===== src/rtl/core/stacked_fm_oscillator_defines.svh =====
// ----------------------------------------------------------------------------
// Stacked FM oscillator assertion macros
// Concurrent assertion helpers used by the oscillator controller.
// ----------------------------------------------------------------------------
`ifndef STACKED_FM_OSCILLATOR_DEFINES_SVH
`define STACKED_FM_OSCILLATOR_DEFINES_SVH

`ifndef SYNTHESIS

`define SFM_ASSERT_SAME(label, clk, rst, ante, cons, msg) \
   label: assert property (@(posedge clk) disable iff (rst) (ante) |-> (cons)) \
      else $error(msg);

`define SFM_ASSERT_NEXT(label, clk, rst, ante, cons, msg) \
   label: assert property (@(posedge clk) disable iff (rst) (ante) |=> (cons)) \
      else $error(msg);

`else

`define SFM_ASSERT_SAME(label, clk, rst, ante, cons, msg)

`define SFM_ASSERT_NEXT(label, clk, rst, ante, cons, msg)

`endif

`endif


===== src/rtl/core/sfm_pkg.sv =====
`timescale 1ns / 1ps
`default_nettype none
// ----------------------------------------------------------------------------
// Stacked FM oscillator package
// Shared constants, register indexes and controller command types.
// ----------------------------------------------------------------------------
package sfm_pkg;

   localparam int SFM_PHASE_BITS  = 32;
   localparam int SFM_TABLE_BITS  = 10;
   localparam int SFM_SAMPLE_BITS = 16;

   localparam int FREQ_BITS       = 32;
   localparam int INDEX_BITS      = 16;
   localparam int INDEX_FRAC_BITS = 8;
   localparam int AMP_BITS        = 15;
   localparam int OUT_BITS        = 16;
   localparam int CSR_ADDR_BITS   = 3;
   localparam int CSR_DATA_BITS   = 32;

   localparam logic [CSR_ADDR_BITS-1:0] CSR_CARRIER_AMPLITUDE = 3'd0;
   localparam logic [CSR_ADDR_BITS-1:0] CSR_CARRIER_FREQ      = 3'd1;
   localparam logic [CSR_ADDR_BITS-1:0] CSR_MOD0_FREQ         = 3'd2;
   localparam logic [CSR_ADDR_BITS-1:0] CSR_MOD1_OFFSET_FREQ  = 3'd3;
   localparam logic [CSR_ADDR_BITS-1:0] CSR_MOD0_INDEX        = 3'd4;
   localparam logic [CSR_ADDR_BITS-1:0] CSR_MOD1_INDEX        = 3'd5;

   typedef enum logic [3:0] {
      OP_NONE,
      OP_MUL_AMP0,
      OP_AMP_WB,
      OP_MUL_OUT0,
      OP_SUM0,
      OP_MUL_AMP1,
      OP_MUL_OUT1,
      OP_SUM1,
      OP_MUL_SMP,
      OP_SMP_WB
   } op_type;

   typedef enum logic [1:0] {
      ROM_MOD0,
      ROM_MOD1,
      ROM_CARRIER
   } rom_sel_type;

   typedef struct packed {
      op_type      op;
      logic        rom_rd;
      rom_sel_type rom_sel;
   } cmd_type;

endpackage
`default_nettype wire


===== src/rtl/core/sfm_ctrl.sv =====
`timescale 1ns / 1ps
`default_nettype none
// ----------------------------------------------------------------------------
// Stacked FM oscillator controller
// Sequences the shared multiplier, table reads and the output register.
// ----------------------------------------------------------------------------
`include "stacked_fm_oscillator_defines.svh"

module sfm_ctrl import sfm_pkg::*; (
   input  wire logic  clock,
   input  wire logic  reset,
   input  wire logic  req_tvalid,
   input  wire logic  req_tick,
   output logic       req_tready,
   output logic       rsp_tvalid,
   input  wire logic  rsp_tready,
   output cmd_type    cmd
);

   typedef enum logic [3:0] {
      ST_IDLE,
      ST_AMP0,
      ST_AMP0_WB,
      ST_OUT0,
      ST_SUM0,
      ST_AMP1,
      ST_AMP1_WB,
      ST_OUT1,
      ST_SUM1,
      ST_SMP,
      ST_DONE
   } state_type;

   state_type state_ff;
   state_type state_in;
   logic      rsp_tvalid_ff;
   logic      out_free;
   logic      accept;

   assign out_free   = !rsp_tvalid_ff || rsp_tready;
   assign req_tready = (state_ff == ST_IDLE);
   assign accept     = req_tvalid && req_tready;
   assign rsp_tvalid = rsp_tvalid_ff;

   always_comb begin
      state_in = state_ff;
      cmd      = '{op: OP_NONE, rom_rd: 1'b0, rom_sel: ROM_MOD0};
      unique case (state_ff)
         ST_IDLE: begin
            if (accept && req_tick) begin
               state_in = ST_AMP0;
            end
         end
         ST_AMP0: begin
            cmd      = '{op: OP_MUL_AMP0, rom_rd: 1'b1, rom_sel: ROM_MOD0};
            state_in = ST_AMP0_WB;
         end
         ST_AMP0_WB: begin
            cmd.op   = OP_AMP_WB;
            state_in = ST_OUT0;
         end
         ST_OUT0: begin
            cmd.op   = OP_MUL_OUT0;
            state_in = ST_SUM0;
         end
         ST_SUM0: begin
            cmd      = '{op: OP_SUM0, rom_rd: 1'b1, rom_sel: ROM_MOD1};
            state_in = ST_AMP1;
         end
         ST_AMP1: begin
            cmd.op   = OP_MUL_AMP1;
            state_in = ST_AMP1_WB;
         end
         ST_AMP1_WB: begin
            cmd.op   = OP_AMP_WB;
            state_in = ST_OUT1;
         end
         ST_OUT1: begin
            cmd.op   = OP_MUL_OUT1;
            state_in = ST_SUM1;
         end
         ST_SUM1: begin
            cmd      = '{op: OP_SUM1, rom_rd: 1'b1, rom_sel: ROM_CARRIER};
            state_in = ST_SMP;
         end
         ST_SMP: begin
            cmd.op   = OP_MUL_SMP;
            state_in = ST_DONE;
         end
         ST_DONE: begin
            if (out_free) begin
               cmd.op   = OP_SMP_WB;
               state_in = ST_IDLE;
            end
         end
         default: state_in = ST_IDLE;
      endcase
   end

   always_ff @(posedge clock) begin
      if (reset) begin
         state_ff      <= ST_IDLE;
         rsp_tvalid_ff <= 1'b0;
      end else begin
         state_ff <= state_in;
         if (state_ff == ST_DONE && out_free) begin
            rsp_tvalid_ff <= 1'b1;
         end else if (rsp_tready) begin
            rsp_tvalid_ff <= 1'b0;
         end
      end
   end

   `SFM_ASSERT_NEXT(a_tick_starts, clock, reset, accept && req_tick, state_ff == ST_AMP0,
      "Accepted tick did not start the sample sequence.")
   `SFM_ASSERT_NEXT(a_idle_tick_ignored, clock, reset, accept && !req_tick,
      state_ff == ST_IDLE && (!rsp_tvalid_ff || $past(rsp_tvalid_ff)),
      "Cleared tick produced work or a result.")
   `SFM_ASSERT_NEXT(a_result_loaded, clock, reset, state_ff == ST_DONE && out_free,
      rsp_tvalid_ff && state_ff == ST_IDLE, "Finished sample was not presented.")
   `SFM_ASSERT_NEXT(a_no_overwrite, clock, reset, state_ff == ST_DONE && !out_free,
      state_ff == ST_DONE && rsp_tvalid_ff, "Pending result was overwritten.")

endmodule
`default_nettype wire

===== config.mk =====
export PLATFORM = sky130hd
export DESIGN_NAME = sfm_ctrl
export DESIGN_NICKNAME = d
export VERILOG_FILES = /design/src/rtl/core/sfm_pkg.sv /design/src/rtl/core/sfm_ctrl.sv
export VERILOG_INCLUDE_DIRS = /design/src /design/src/rtl/core
export SDC_FILE = /design/constraint.sdc
export NUM_CORES = 1
export LEC_CHECK = 0
export BUFFER_PORTS_ARGS = -buffer_cell sky130_fd_sc_hd__buf_2
export CAP_MARGIN = 5
export CORE_AREA = 2 2 39 41
export DETAILED_ROUTE_END_ITERATION = 16
export DIE_AREA = 0 0 41 43
export GPL_ROUTABILITY_DRIVEN = 0
export PLACE_DENSITY = 0.66
export SYNTH_ARGS = -nofsm -noshare
export SYNTH_HDL_FRONTEND = slang
export SYNTH_SLANG_ARGS = --single-unit

===== constraint.sdc =====
create_clock -name clock -period 1.7 [get_ports clock]
set_input_delay 0.34 -clock clock [delete_from_list [all_inputs] [get_ports clock]]
set_output_delay 0.34 -clock clock [all_outputs]
set_load 0.02 [all_outputs]

==> flow_summary_export.csv, run 1 <==
group,metric,value,unit
outcome,status,"complete, no violations",
place,dp_cells,77,
clocking,cts_tree,"done",
clocking,clockBufferDepth,2,
timing,fin_worst_skew,0.0007271,ns
logic_synthesis,ys.flop_type,"dfxtp_1",
grt,grt_max_degree,12,
layout,nNetsFinal,71,
floorplanning,die_y,43,um
worst_setup_path,worstPathCellList,"buf_4 > nor4_4 > buf_4",
floorplanning,initial_utilization,0.2975,
worst_setup_path,cp-end-kind,"primary output",
worst_setup_path,required,1.36,ns
clocking,clock_latency,0.24,ns
logic_synthesis,synth_area_leaders,"dfxtp_1 (24%), buf_6 (11%), nand2b_1 (6.1%)",
power,power_density,696.4,mW/mm^2
clocking,numClockSinks,5,
logic_synthesis,synth_top_cell_by_area,"dfxtp_1",
worst_setup_path,path_max_fanout,6,
worst_setup_path,cp.arrival,1.27,ns
timing,tightestPinTransition,0.3076,ns
worst_setup_path,r2r_setup_slack,0.54,ns
layout,drive_above_1_share,0.4923,
layout,syn_to_final_growth,27.96,%
clocking,cts_htree_levels,1,
power,power_leakage,0.0002454,uW
worst_setup_path,cp_slowest_stage_delay,0.38,ns
place,dpl_worst_slack,0.2383,ns
routing,vias,395,
timing,finalSetupTns,0,ns
routing,firstDrtPassIters,4,
logic_synthesis,ys.warnings.count,0,
routing,drt.antenna.violating_nets,0,
timing,maxSlewHeadroom,0.7946,
grt,grt_usage,0.1264,
layout,multiInputGateArea,260.3,um^2
layout,n_fill_cell,152,
logic_synthesis,netlist_area,411.6,um^2
clocking,path_clk_slew,0.04,ns
timing,fin_crit,1.611,ns
floorplanning,dieArea,0.001763,mm^2
routing,totalWireLength,812,um
logic_synthesis,synth_top_area_share,0.2432,
worst_setup_path,crit_top_cell,"buf_4",
logic_synthesis,synthCells,47,
worst_setup_path,startpoint_type,"flop",
layout,final-instance-count-excl-fill,81,
grt,grt-ovfl-total,0,
timing,maxSlewViolCount,0,
floorplanning,io_pins,14,
timing,setup_viol,0,
clocking,cts_root_buffer,"clkbuf_4",
routing,routedWlPerCell,10.02,um
timing,layout_setup_ws,0.08866,ns
hold_path,hp-class,"in2reg",
logic_synthesis,synthDistinctLibCells,31,
grt,antenna_found_initial,0,
place,port_buffers,13,
timing,hold_violations,0,
clocking,cts_buffers,3,
job,cap_violations,0,
layout,n_antenna_cell,0,
grt,grt_pass1_wl,1442,um
layout,seqCellArea,103.9,um^2
timing,timing.final.crit_share,0.9478,
logic_synthesis,synth_most_common_cell,"dfxtp_1",
floorplanning,design.core.area,0.001384,mm^2
clocking,post_cts_buffers,0,
logic_synthesis,synth_fp_nets,52,
logic_synthesis,seq_area_frac_synth,0.2432,
routing,via_per_inst,4.877,
grt,grt_pass1_vias,366,
worst_setup_path,slowest_stage,"dfxtp_1",
worst_setup_path,critPathKind,"reg2out",
layout,final_util,0.3807,
power,peakVddDrop,0.2724,mV
routing,first_iter_violations,5,
logic_synthesis,synth-edff-count,0,
logic_synthesis,async_flop_share,0,
logic_synthesis,ys_ff_latch,5,
logic_synthesis,postSynthAreaPerCell,8.758,um^2
timing,timing.fmax,620.6,MHz
routing,remaining_drc_errors,0,
logic_synthesis,synth_commonest_cells,"dfxtp_1 (5), buf_6 (4), nand2b_1 (4)",
floorplanning,num_rows,14,
place,hpwl,652.2,um
floorplanning,die_w,41,um
-- final cells by class --
type,instances,area share
Multi-Input combinational cell,35,0.4941
Timing Repair Buffer,18,0.1995
Sequential cell,5,0.1972
Clock buffer,4,0.04988
Tap cell,16,0.03800
Inverter,3,0.02138
-- sequential cells by signal, indices dropped and copies added, names as in the netlist --
register    count
rsp_tvalid      1
state_ff        4
-- placed cells by master, fill, tap and decap left out --
master     Yosys  routed
a2111oi_2      1       1
a211oi_1       1       1
a21oi_1        2       2
a221oi_1       1       1
a2bb2oi_1      1       1
a31o_1         1       1
and2_1         1       1
and2b_1        1       1
and3_1         1       1
buf_2          0      12
buf_4          0       6
clkbuf_1       0       1
clkbuf_4       0       3
dfxtp_1        5       2
dfxtp_2        0       3
inv_1          1       1
inv_2          2       2
nand2_1        2       2
nand2_2        1       1
nand2b_1       4       4
nand3_1        1       1
nor2_1         2       2
nor2b_1        1       1
nor2b_4        0       1
nor3_1         1       1
nor3_2         1       1
nor4_4         1       1
nor4b_2        1       1
o21a_1         1       1
o21ai_0        1       1
o21ai_1        3       3
o21bai_1       1       1
o22ai_1        1       1
xnor2_1        1       1
xor2_1         1       1
-- what timing repair did --
item / 4_1_cts / 5_1_grt
gates cloned: 0 / 0
hold buffers: 0 / 0
pin swaps: 0 / 0
endpoints found under the setup margin: 3 / 6
gates resized for setup: 2 / 3
endpoints found under the hold margin: 0 / 0
-- cells by family (layout without fill, tap and decap cells) --
| kind of cell | count (synthesis) | after routing | share of synthesized area |
|---|---|---|---|
| AOI/OAI and AO/OA | 14 | 14 | 0.2432 |
| xor gates and xnor gates | 2 | 2 | 0.04256 |
| DFF | 5 | 5 | 0.2432 |
| and+or+nand+nor | 19 | 19 | 0.3344 |
| buffers and inverters | 7 | 25 | 0.1368 |
-- power by group --
group | switching, uW | total, uW | internal, uW
Sequential | 12.2 | 136 | 124
Combinational | 49.7 | 95.1 | 45.4
Clock | 47.0 | 136 | 88.6
Total | 109 | 367 | 258
-- final timing paths --
check	startpoint	endpoint	depth (start not counted)
max	state_ff[2]$_SDFFE_PP0P_	req_tready	3
min	reset	state_ff[0]$_SDFFE_PP0P_	2
max reg2reg	state_ff[2]$_SDFFE_PP0P_	state_ff[3]$_SDFFE_PP0P_	4
min reg2reg	state_ff[3]$_SDFFE_PP0P_	state_ff[2]$_SDFFE_PP0P_	1
-- layer usage --
| layer | part of all wire | routed length, um | vias to the layer above | GRT usage |
|---|---|---|---|---|
| li1 | - | - | 203 | - |
| met4 | 0.015 | 12 | 0 | 0.1000 |
| met5 | 0 | 0 | - | 0 |
| met3 | 0.073 | 59 | 2 | 0.04712 |
| met2 | 0.51 | 411 | 10 | 0.1781 |
| met1 | 0.40 | 328 | 180 | 0.1442 |
-- critical path: cells and delay by family, from the launching register on --
kind | cells | cell delay, ns
and+or+nand+nor | 1 | 0.27
buffers and inverters | 2 | 0.39
DFF | 1 | 0.38
-- through the flow --
| step | hold WS [ns] | cell area, um^2 | total power [uW] |
|---|---|---|---|
| after global placement | 0.5559 | 489.2 | 230.2 |
| after CTS | 0.3355 | 521.8 | 375.8 |
| after detailed placement | 0.5722 | 489.2 | 230.7 |
| after floorplan | 0.4109 | 411.6 | 207.7 |
| after global routing | 0.3352 | 526.8 | 399.6 |
| final | 0.3448 | 526.8 | 366.8 |
No activity file was read; power rests on OpenSTA's default activity.
==> run 2, diff against run 1 <==
--- a/config.mk
+++ b/config.mk
@@ -6,13 +6,14 @@
 export SDC_FILE = /design/constraint.sdc
 export NUM_CORES = 1
 export LEC_CHECK = 0
+export ABC_AREA = 1
 export BUFFER_PORTS_ARGS = -buffer_cell sky130_fd_sc_hd__buf_2
 export CAP_MARGIN = 5
 export CORE_AREA = 2 2 39 41
 export DETAILED_ROUTE_END_ITERATION = 16
 export DIE_AREA = 0 0 41 43
 export GPL_ROUTABILITY_DRIVEN = 0
-export PLACE_DENSITY = 0.66
+export PLACE_DENSITY = 0.6
 export SYNTH_ARGS = -nofsm -noshare
 export SYNTH_HDL_FRONTEND = slang
 export SYNTH_SLANG_ARGS = --single-unit
==> run 2 against run 1 <==
Routed wire length decreased by 7.5%. Via count decreased by 3.8%. First-iteration DRC count is 60% lower. Clock-buffer cell count unchanged. Flip-flop and latch count stayed put. Total power is 9.5% higher. Sequential power grew 11%. Worst hold slack worse by 0.026 ns. Sequential share of layout area is 3.3 points higher. Critical path depth grew 1. Register-to-register slack improved by 0.23 ns. Critical endpoint is now cmd[5]. Largest power group unchanged.
==> flow_summary_export.csv, run 2 <==
group,metric,value,unit
worst_setup_path,r2r_end,"state_ff[0]$_SDFFE_PP0P_",
timing,fin_worst_skew,0.0006209,ns
layout,stdcell_area,456.7,um^2
grt,grt_usage,0.1034,
grt,grt_pass1_vias,294,
layout,n_fill_cell,162,
outcome,status,"complete, no violations",
logic_synthesis,synth_area_leaders,"dfxtp_1 (29%), nor2_1 (12%), nand3_1 (10%)",
logic_synthesis,ys.warnings.count,0,
layout,syn_to_final_growth,31.29,%
floorplanning,num_rows,14,
layout,layout_commonest_cell,"buf_2",
routing,routedWlPerCell,8.835,um
grt,grt_pass1_wl,1166,um
routing,drt.antenna.violating_nets,0,
power,swShare,0.3471,
layout,largest-register,"state_ff",
grt,grt_max_degree,11,
timing,maxSlewHeadroom,0.8400,
floorplanning,initial_utilization,0.2514,
layout,n_antenna_cell,0,
timing,tightestPinTransition,0.2378,ns
power,power.switching,139.5,uW
clocking,cts_hold_buf,0,
floorplanning,dieArea,0.001763,mm^2
worst_setup_path,slowest_stage,"dfxtp_2",
logic_synthesis,postSynthAreaPerCell,6.441,um^2
clocking,clock_latency,0.24,ns
logic_synthesis,synth_top_cell_by_area,"dfxtp_1",
worst_setup_path,path_max_fanout,8,
worst_setup_path,required,1.36,ns
worst_setup_path,rr_worst_depth,5,
floorplanning,die_w,41,um
logic_synthesis,async_flop_share,0,
power,power_density,879.6,mW/mm^2
layout,largest_register_ff_count,4,
routing,totalWireLength,751,um
clocking,clockBufferDepth,2,
hold_path,hp-class,"in2reg",
power,p_int,262.3,uW
logic_synthesis,synthCells,54,
floorplanning,die_y,43,um
routing,first_iter_violations,2,
worst_setup_path,cp-end-kind,"primary output",
worst_setup_path,worstPathCellList,"nor2_2 > nand2_1 > o21ai_0 > buf_2",
routing,vias,380,
layout,nNetsFinal,75,
logic_synthesis,seq_area_frac_synth,0.2878,
power,seq_power_share,0.377,
timing,rsz0062_at_grt,"no",
hold_path,min_from,"reset",
logic_synthesis,synthDistinctLibCells,15,
place,hpwl,582.2,um
timing,hold_violations,0,
logic_synthesis,ys_ff_latch,5,
worst_setup_path,critPathKind,"reg2out",
worst_setup_path,startpoint_type,"flop",
timing,fin_crit,1.537,ns
worst_setup_path,cp.arrival,1.20,ns
clocking,cts_resized,0,
worst_setup_path,path_buf_inv,1,
routing,remaining_drc_errors,0,
worst_setup_path,reg2reg_from,"state_ff[1]$_SDFFE_PP0P_",
worst_setup_path,cp_slowest_stage_delay,0.37,ns
timing,timing.fmax,650.5,MHz
layout,final_cell_mix,"buf_2 (12), nor2_1 (10), nand2_1 (7), nand3_1 (7), inv_1 (6)",
power,p_clk_frac,0.332,
hold_path,holdPathEnd,"state_ff[3]$_SDFFE_PP0P_",
clocking,numClockSinks,5,
timing,maxSlewViolCount,0,
logic_synthesis,synth_commonest_cells,"nor2_1 (11), nand2_1 (7), nand3_1 (7)",
place,placed_cell_area,420.4,um^2
floorplanning,design.core.area,0.001384,mm^2
worst_setup_path,r2r_setup_slack,0.77,ns
routing,via_per_inst,4.471,
clocking,cts_htree_levels,1,
hold_path,hold_path_depth,2,
power,peakVddDrop,0.2983,mV
layout,drive_above_1_share,0.3913,
worst_setup_path,critical_path.top_delay_family,"flip-flops",
clocking,cts_buffers,3,
power,p_comb_frac,0.291,
timing,timing.final.crit_share,0.9043,
logic_synthesis,synth_most_common_cell,"nor2_1",
grt,grt-ovfl-total,0,
place,port_buffers,13,
logic_synthesis,synth_fp_nets,59,
timing,finalSetupTns,0,ns
logic_synthesis,ys.flop_type,"dfxtp_1",
power,power_leakage,0.0002258,uW
timing,setup_viol,0,
clocking,cts_root_buffer,"clkbuf_4",
clocking,path_clk_slew,0.04,ns
floorplanning,io_pins,14,
logic_synthesis,synth-edff-count,0,
routing,firstDrtPassIters,4,
clocking,post_cts_buffers,0,
grt,antenna_found_initial,0,
logic_synthesis,netlist_area,347.8,um^2
job,cap_violations,0,
clocking,cts_tree,"done",
logic_synthesis,synth_top_area_share,0.2878,
run 2: cell families after synthesis:
family	after synthesis	share of synthesized area
flops	5	0.2878
simple gates	32	0.4892
buf+inv	10	0.1223
compound gates	7	0.1007
run 2: per-stage QoR:
step	utilization	setup slack, ns	hold WS (ns)	power (uW)	cells
4_1_cts	0.3228	0.01252	0.3125	406.3	85
2_1_floorplan	-	0.1986	0.4091	231.7	54
5_1_grt	0.3300	0.04798	0.3093	434.5	85
3_3_place_gp	0.3038	0.2532	0.5704	265.1	81
3_5_place_dp	0.3038	0.2845	0.5726	263.3	81
6_report	0.3300	0.1626	0.3183	401.7	85
run 2: routing by layer:
| layer | share of wire | GRT usage | up-vias | routed length, um |
|---|---|---|---|---|
| li1 | - | - | 205 | - |
| met1 | 0.46 | 0.1222 | 165 | 344 |
| met2 | 0.47 | 0.1281 | 8 | 351 |
| met3 | 0.060 | 0.03141 | 2 | 45 |
| met4 | 0.013 | 0.1200 | 0 | 10 |
| met5 | 0 | 0 | - | 0 |
run 2: worst max-delay path by stage:
stage | from | to | slack (ns) | depth (start not counted)
after floorplan | state_ff[2]$_SDFFE_PP0P_ | req_tready | 0.20 | 2
after CTS | state_ff[0]$_SDFFE_PP0P_ | cmd[5] | 0.01 | 4
after global routing | state_ff[3]$_SDFFE_PP0P_ | cmd[5] | 0.05 | 5
after detailed placement | state_ff[0]$_SDFFE_PP0P_ | cmd[5] | 0.28 | 4
after global placement | state_ff[0]$_SDFFE_PP0P_ | cmd[5] | 0.25 | 4
final | state_ff[0]$_SDFFE_PP0P_ | cmd[5] | 0.16 | 4
run 2: cell type report:
class / count / area (um^2) / share of cell area
clock buffers: 4 / 26.28 / 0.05753
multi-input cells: 39 / 207.7 / 0.4548
flip-flops and latches: 5 / 105.1 / 0.2301
well taps: 16 / 20.02 / 0.04384
inverters: 8 / 30.03 / 0.06575
repair buffers: 13 / 67.56 / 0.1479
run 2: worst register-to-register path, stage by stage, from the launching register on:
cell and delay (ns):
dfxtp_2 0.39, inv_2 0.08, nor2_4 0.11, nand3_2 0.11
nand3_1 0.10, nor2_1 0.04
run 2: power by group through the flow:
| stage | Combinational (uW) | Clock (uW) | Sequential, uW |
|---|---|---|---|
| 2_1_floorplan | 97.2 | 0 | 135 |
| 3_3_place_gp | 114 | 0 | 151 |
| 3_5_place_dp | 113 | 0 | 150 |
| 4_1_cts | 113 | 145 | 148 |
| 5_1_grt | 128 | 153 | 153 |
| 6_report | 117 | 133 | 151 |
